==> src/rtl/slid_pkg.sv <==
package slid_pkg;

  localparam int VALUE_W = 32;
  localparam int COUNT_W = 5;

  typedef enum logic [1:0] {
    CMD_INSERT = 2'd0,
    CMD_DELETE = 2'd1,
    CMD_DUMP   = 2'd2,
    CMD_UNUSED = 2'd3
  } cmd_t;

  typedef enum logic [1:0] {
    ST_OK        = 2'd0,
    ST_NOT_FOUND = 2'd1,
    ST_FULL      = 2'd2,
    ST_EMPTY     = 2'd3
  } status_t;

  typedef struct packed {
    cmd_t                       cmd;
    logic signed [VALUE_W-1:0]  value;
  } in_item_t;

  typedef struct packed {
    status_t                    status;
    logic signed [VALUE_W-1:0]  entry;
    logic [COUNT_W-1:0]         count;
    logic                       last;
  } out_item_t;

  // Commands from the controller to the datapath.
  typedef struct packed {
    logic capture;  // latch the operation and operand of an accepted transfer
    logic exec;     // carry out the operation, or the first dump step
    logic step;     // one further dump step
  } dp_cmd_t;

  // Status from the datapath to the controller.
  typedef struct packed {
    logic dump_more;  // the pending operation is a dump of more than one entry
    logic at_end;     // the next dump step emits the final entry
  } dp_stat_t;

endpackage

==> src/rtl/slid_ctrl.sv <==
module slid_ctrl (
  input  logic              clk,
  input  logic              rst,
  input  logic              in_valid,
  input  slid_pkg::cmd_t    in_cmd,
  input  logic              out_stall,
  input  slid_pkg::dp_stat_t stat,
  output logic              in_stall,
  output logic              out_valid,
  output slid_pkg::dp_cmd_t cmd
);
  import slid_pkg::*;

  typedef enum logic [2:0] {
    S_IDLE = 3'b001,
    S_EXEC = 3'b010,
    S_DUMP = 3'b100
  } state_t;

  state_t state, state_next;
  logic   slot_free;

  // The output register can take a new result when it is empty or being drained.
  assign slot_free = !out_valid || !out_stall;
  assign in_stall  = (state != S_IDLE);

  always_comb begin
    state_next = state;
    cmd        = '0;
    case (state)
      S_IDLE: begin
        if (in_valid && (in_cmd != CMD_UNUSED)) begin
          cmd.capture = 1'b1;
          state_next  = S_EXEC;
        end
      end
      S_EXEC: begin
        if (slot_free) begin
          cmd.exec   = 1'b1;
          state_next = stat.dump_more ? S_DUMP : S_IDLE;
        end
      end
      S_DUMP: begin
        if (slot_free) begin
          cmd.step = 1'b1;
          if (stat.at_end) begin
            state_next = S_IDLE;
          end
        end
      end
      default: begin
        state_next = S_IDLE;
      end
    endcase
  end

  always_ff @(posedge clk) begin
    if (rst) begin
      state     <= S_IDLE;
      out_valid <= 1'b0;
    end else begin
      state <= state_next;
      if (cmd.exec || cmd.step) begin
        out_valid <= 1'b1;
      end else if (!out_stall) begin
        out_valid <= 1'b0;
      end
    end
  end

endmodule

==> src/rtl/slid_dp.sv <==
module slid_dp #(
  parameter int CAPACITY = 16
) (
  input  logic                clk,
  input  logic                rst,
  input  slid_pkg::in_item_t  in_data,
  input  slid_pkg::dp_cmd_t   cmd,
  output slid_pkg::dp_stat_t  stat,
  output slid_pkg::out_item_t out_data
);
  import slid_pkg::*;

  localparam int CW = $clog2(CAPACITY + 1);
  localparam int IW = $clog2(CAPACITY);

  logic signed [VALUE_W-1:0] cells      [CAPACITY];
  logic signed [VALUE_W-1:0] cells_next [CAPACITY];
  logic [CW-1:0]             count;
  logic [CW-1:0]             idx;
  cmd_t                      op;
  logic signed [VALUE_W-1:0] operand;

  logic [CAPACITY-1:0] ins_sel;
  logic [CAPACITY-1:0] shl_sel;
  logic [CAPACITY-1:0] eq_sel;
  logic                full;
  logic                found;
  logic                wr_ins;
  logic                wr_del;
  logic                wr_rot;
  logic [CW-1:0]       count_inc;
  logic [CW-1:0]       count_dec;

  assign full      = (count == CW'(CAPACITY));
  assign found     = |eq_sel;
  assign count_inc = count + CW'(1);
  assign count_dec = count - CW'(1);

  assign wr_ins = cmd.exec && (op == CMD_INSERT) && !full;
  assign wr_del = cmd.exec && (op == CMD_DELETE) && found;
  assign wr_rot = (cmd.exec && (op == CMD_DUMP) && (count != '0)) || cmd.step;

  assign stat.dump_more = (op == CMD_DUMP) && (count > CW'(1));
  assign stat.at_end    = (idx == count_dec);

  // Every cell below the fill level compares its own entry with the operand. The table is sorted,
  // so the insert and shift flags form runs that end at the fill level.
  always_comb begin
    for (int i = 0; i < CAPACITY; i++) begin
      if (CW'(i) < count) begin
        ins_sel[i] = (cells[i] > operand);
        shl_sel[i] = (cells[i] >= operand);
        eq_sel[i]  = (cells[i] == operand);
      end else begin
        ins_sel[i] = (CW'(i) == count);
        shl_sel[i] = 1'b0;
        eq_sel[i]  = 1'b0;
      end
    end
  end

  // Each cell takes its value from itself, a neighbor, the operand or the head cell.
  always_comb begin
    int lo;
    int hi;
    for (int i = 0; i < CAPACITY; i++) begin
      lo = (i == 0) ? 0 : i - 1;
      hi = (i == CAPACITY - 1) ? i : i + 1;
      cells_next[i] = cells[i];
      if (wr_ins) begin
        if (ins_sel[i]) begin
          cells_next[i] = ((i > 0) && ins_sel[IW'(lo)]) ? cells[IW'(lo)] : operand;
        end
      end else if (wr_del) begin
        if (shl_sel[i]) begin
          cells_next[i] = cells[IW'(hi)];
        end
      end else if (wr_rot) begin
        cells_next[i] = (CW'(i) == count_dec) ? cells[0] : cells[IW'(hi)];
      end
    end
  end

  always_ff @(posedge clk) begin
    for (int i = 0; i < CAPACITY; i++) begin
      cells[i] <= cells_next[i];
    end
    if (cmd.capture) begin
      op      <= in_data.cmd;
      operand <= in_data.value;
    end
  end

  always_ff @(posedge clk) begin
    if (rst) begin
      count <= '0;
      idx   <= '0;
    end else begin
      if (wr_ins) begin
        count <= count_inc;
      end else if (wr_del) begin
        count <= count_dec;
      end
      if (cmd.exec) begin
        idx <= CW'(1);
      end else if (cmd.step) begin
        idx <= idx + CW'(1);
      end
    end
  end

  always_ff @(posedge clk) begin
    if (cmd.exec) begin
      out_data.entry <= operand;
      out_data.last  <= 1'b1;
      out_data.count <= COUNT_W'(count);
      case (op)
        CMD_INSERT: begin
          if (full) begin
            out_data.status <= ST_FULL;
          end else begin
            out_data.status <= ST_OK;
            out_data.count  <= COUNT_W'(count_inc);
          end
        end
        CMD_DELETE: begin
          if (found) begin
            out_data.status <= ST_OK;
            out_data.count  <= COUNT_W'(count_dec);
          end else begin
            out_data.status <= ST_NOT_FOUND;
          end
        end
        CMD_DUMP: begin
          if (count == '0) begin
            out_data.status <= ST_EMPTY;
            out_data.entry  <= '0;
          end else begin
            out_data.status <= ST_OK;
            out_data.entry  <= cells[0];
            out_data.last   <= (count == CW'(1));
          end
        end
        default: begin
          out_data.status <= ST_OK;
        end
      endcase
    end else if (cmd.step) begin
      out_data.status <= ST_OK;
      out_data.entry  <= cells[0];
      out_data.count  <= COUNT_W'(count);
      out_data.last   <= stat.at_end;
    end
  end

endmodule

==> src/rtl/sorted_list_insert_delete_unit.sv <==
// Insert and delete: operand capture, then one compare-and-shift pass over the cell row;
// a new transfer is taken only once that pass is done. A dump: capture, then one step
// per entry as the cell row rotates each entry into the head cell; an empty table gives
// a single ST_EMPTY result. A stalled result holds off the next step.
// Reset (rst, synchronous, active high) empties the table, idles the controller and clears
// out_valid; cell contents are kept, since entries past the fill level are never read.
module sorted_list_insert_delete_unit #(
  parameter int CAPACITY = 16
) (
  input  logic                clk,
  input  logic                rst,
  input  logic                in_valid,
  output logic                in_stall,
  input  slid_pkg::in_item_t  in_data,
  output logic                out_valid,
  input  logic                out_stall,
  output slid_pkg::out_item_t out_data
);
  import slid_pkg::*;

  dp_cmd_t  dp_cmd;
  dp_stat_t dp_stat;

  // The controller sequences capture, execution and the dump steps. An input
  // transfer is taken whenever the controller is idle, even while the previous
  // result still waits in the output register; the execution step then waits
  // for that register to drain. Command code 3 is accepted and dropped.
  slid_ctrl u_ctrl (
    .clk       (clk),
    .rst       (rst),
    .in_valid  (in_valid),
    .in_cmd    (in_data.cmd),
    .out_stall (out_stall),
    .stat      (dp_stat),
    .in_stall  (in_stall),
    .out_valid (out_valid),
    .cmd       (dp_cmd)
  );

  // The datapath holds the sorted cell row, the fill level, the dump index and
  // the output register. Every cell compares against the operand in parallel,
  // so an insert or delete completes in a single pass.
  slid_dp #(
    .CAPACITY (CAPACITY)
  ) u_dp (
    .clk      (clk),
    .rst      (rst),
    .in_data  (in_data),
    .cmd      (dp_cmd),
    .stat     (dp_stat),
    .out_data (out_data)
  );

  // At most one datapath command is issued in any cycle.
  a_one_cmd : assert property (@(posedge clk) disable iff (rst)
    $onehot0({dp_cmd.capture, dp_cmd.exec, dp_cmd.step}))
    else $error("more than one datapath command in a cycle");

  // A new result is only loaded when the output register is free.
  a_no_overwrite : assert property (@(posedge clk) disable iff (rst)
    (dp_cmd.exec || dp_cmd.step) |-> (!out_valid || !out_stall))
    else $error("pending result overwritten");

  // A transfer that carries a real command makes the block busy in the next cycle.
  a_busy_after_accept : assert property (@(posedge clk) disable iff (rst)
    (in_valid && !in_stall && (in_data.cmd != CMD_UNUSED)) |=> in_stall)
    else $error("block not busy after accepting a command");

endmodule

==> config.mk <==
export PLATFORM = sky130hd
export DESIGN_NAME = sorted_list_insert_delete_unit
export DESIGN_NICKNAME = d
export VERILOG_FILES = /design/src/rtl/slid_pkg.sv /design/src/rtl/slid_ctrl.sv /design/src/rtl/slid_dp.sv /design/src/rtl/sorted_list_insert_delete_unit.sv
export SDC_FILE = /design/constraint.sdc
export NUM_CORES = 2
export LEC_CHECK = 0
export BUFFER_PORTS_ARGS = -buffer_cell sky130_fd_sc_hd__buf_2
export CAP_MARGIN = 20
export CORE_MARGIN = 2
export CORE_UTILIZATION = 65
export CTS_BUF_LIST = sky130_fd_sc_hd__clkbuf_4 sky130_fd_sc_hd__clkbuf_8
export DETAILED_ROUTE_END_ITERATION = 12
export PLACE_DENSITY = 0.9
export SYNTH_ARGS = -nofsm -noshare
export SYNTH_HDL_FRONTEND = slang
export SYNTH_HIERARCHICAL = 1
export SYNTH_SLANG_ARGS = --single-unit
export TNS_END_PERCENT = 50
==> constraint.sdc <==
create_clock -name clk -period 15.6 [get_ports clk]
set_clock_uncertainty 0.15 [all_clocks]
set_input_delay 3.12 -clock clk [delete_from_list [all_inputs] [get_ports clk]]
set_output_delay 3.12 -clock clk [all_outputs]
set_load 0.1 [all_outputs]
==> impl_results.md <==
* Post-route fraction of the period consumed by the critical path at between 40% and 50%
* Final core utilization at 71.3%
* Number of setup buffers added after CTS at 0
* Area overhead of the layout relative to synthesis at 8.47%
* Cells after synthesis at just under 4000
* Synthesized area per cell at 10.9 µm²
* Number of max-cap violations at 0
* H-tree level count at 3
* Number of distinct library cell variants in the gate-level netlist after synthesis at 82
* Number of design rule violations left after detail routing at 0
* Worst Path Class, Setup: in -> reg
* # resized after CTS at 0
* DR pass1 iterations at 8
* Via-to-Cell Ratio at 7.31
* Slew HR at roughly 15%
* Pin slew with the least headroom to its limit at 1.24 ns
* Synth area leader: edfxtp_1
* Clock root cell: clkbuf_8
* Final HPWL from detailed placement at 97500 µm
* FFs w/ async S/R, synth at 0%
* Pins Over Slew Limit at 0
* Via count of the first global-routing pass at 35127
* Maximum fanout along the worst path at around 140
* Proportion of synthesized chip area in sequential cells at 41.4%
* Total clock sinks at 600
* Buffering stage count on the worst path with inverters included at 4
* Number of enable flip-flop cells after synthesis at 586
* Horiz. Die Dim at roughly 260 µm
* Die height at between 200 and 300 µm
* Remaining global-route overflow at 0
* Number of nets produced by synthesis at 4510
* Top area cells in the synthesized netlist: edfxtp_1, mux2i_1, ha_1
* Critical Path Source Type: primary input
* Area of the placeable core at 65700 µm²
* Worst-skew pair later-pin latency at 0.73 ns
* Number of synthesized register bits at 600
* Arrival time at the worst endpoint at 7.76 ns
* Worst EP required at 15.80 ns
* Number of buffers inserted for hold repair after clock tree synthesis at 0
* Layout cell share with drive strength beyond 1 at 9.86%
* Setup total negative slack at 0 ns
* Maximum number of pins on one net before global-route repair at 233
* Hold Path Class: reg -> reg
* Number of placement rows at 94
* Overall routing resource usage at 39.8%
* Antenna violations before repair at 1
* Number of CTS-inserted buffers at around 100
* Overall power after layout at 3.71 mW
* CP delay by family, top: buffers and inverters
* Number of nets with antenna violations after routing at 0
* Detailed Route Iter0 Violations at between 5000 and 6000
* Most common library cell in the layout ignoring fill and taps: mux2i_1
* Total power density per cell area at between 70 and 80 nW/µm²
* Wire length of the first global-routing pass at 207000 µm
* IO Port Bufs at 79
* Library cell contributing the largest single delay on the critical path: buf_4
* Setup-failing EPs final at 0
* Top flip-flop cell by instance count after synthesis: edfxtp_1
* Area enclosed by the die boundary at 68600 µm²
* # placed instances at 4736
* Result of the run: finished clean
* Final #Nets at 4542
* Initial core utilization at 65.7%
* Largest voltage drop on the vdd net at 0.0900 mV
* Routed WL at 139000 µm
* Highest-count cells in the layout ignoring fill and taps: mux2i_1, edfxtp_1, ha_1
* Clock period minus final worst setup slack at 7.56 ns
* Via total after detailed routing at 36069
* Per-cell routed wire length at 28.3 µm
* Synth top area share at 40.7%
* Count of final hold-check violations at 0
* Leakage Power at 21.1 nW
* Post-CTS clock slew at the launch and capture registers of the worst setup and hold paths at 0.06 ns
* CTS tree: done
* Fmax at 132 MHz
* CTS max path bufs at 3
* Summed instance area of the synthesized netlist at 43200 µm²
* Unrepaired setup endpoints after global routing: no
* I/O pins at 80
* Critical Path, Cell by Cell: buf_2, nand2_1, nand2_1, nor2_1, nand2b_1, a311oi_4, buf_12, buf_4, nor2_1, a211oi_4, buf_4
* Cell Count, Final, Fillers Out at 4933
* Gpl congestion at 1.02
* Crit. End Element: flip-flop
* YS warnings at 6
* Maximum single-stage delay on the critical path at between 0.9 and 1 ns
worst min-delay path, delay by kind of cell, from the launching register on:
family	cells	cell delay [ns]
flip-flops	1	0.33
AND/OR/NAND/NOR	1	0.05
XOR/XNOR	1	0.15
worst paths after layout:
path                   start  cells after the start  slack, ns           endpoint
max reg2reg  u_dp/operand[4]                     11       9.13  u_dp/cells[0][87]
min              u_dp/idx[4]                      2       0.43        u_dp/idx[4]
min reg2reg      u_dp/idx[4]                      2       0.43        u_dp/idx[4]
max                out_stall                     11       8.04  u_dp/cells[0][24]
cell usage after synthesis (all sizes together), types with 25 or more instances:
library cell / instances
edfxtp: 586
o221ai: 35
a21oi: 440
nor2b: 32
ha: 519
nor4: 25
o21ai: 85
mux2i: 769
buf: 71
inv: 70
nor3: 70
clkbuf: 172
nand3: 96
nor2: 119
nand4: 130
a22o: 31
a21o: 107
nand2: 322
through the flow:
stage,hold slack [ns],setup WS [ns],area [µm²]
after global routing,0.464,7.88,46900
after floorplan,0.359,7.59,43200
final,0.434,8.04,46900
after detailed placement,0.426,7.47,44600
after global placement,0.404,7.67,44500
after CTS,0.435,8.21,46700
flip-flops by register name, indices dropped and copies added (netlist names):
name and flops:
u_ctrl/state 3, u_dp/cells 512, u_dp/operand 32, u_dp/out_data 40, u_ctrl/out_valid 1, u_dp/op 2, u_dp/idx 5, u_dp/count 5
cell type report:
class                   count  area [µm²]
flip-flops and latches    600       17900
inverters                  70         263
repair buffers            172        1290
well taps                 864        1080
fillers                  4289       18900
diodes                      1        2.50
clock buffers             131        1640
clock inverters            55         459
multi-input cells        3040       24300
routing by layer:
metal / share of wire (%) / wire length [µm] / track usage [%] / vias up
li1: - / - / - / 15385
met1: 37 / 51200 / 54.0 / 17080
met2: 42 / 58900 / 58.7 / 3030
met3: 15 / 20400 / 9.05 / 574
met4: 6.4 / 8880 / 23.5 / 0
met5: 0 / 0 / 0 / -
cells by family (layout without fill, tap and decap cells):
kind of cell,count (synthesis),count (layout),synth area share [%]
fa+ha+maj,519,519,15.0
mux,769,769,17.8
buf+inv,313,428,3.01
xor+xnor,24,24,0.486
compound gates,859,859,12.4
other cells,0,1,0
simple gates,869,869,9.93
flops,600,600,41.4
where the power goes:
part	internal (mW)	total, mW	switching [mW]
clock network	0.808	1.51	0.700
logic	0.141	0.400	0.259
registers	1.78	1.80	0.0258
Note: power is estimated with default switching activity, not from simulation.
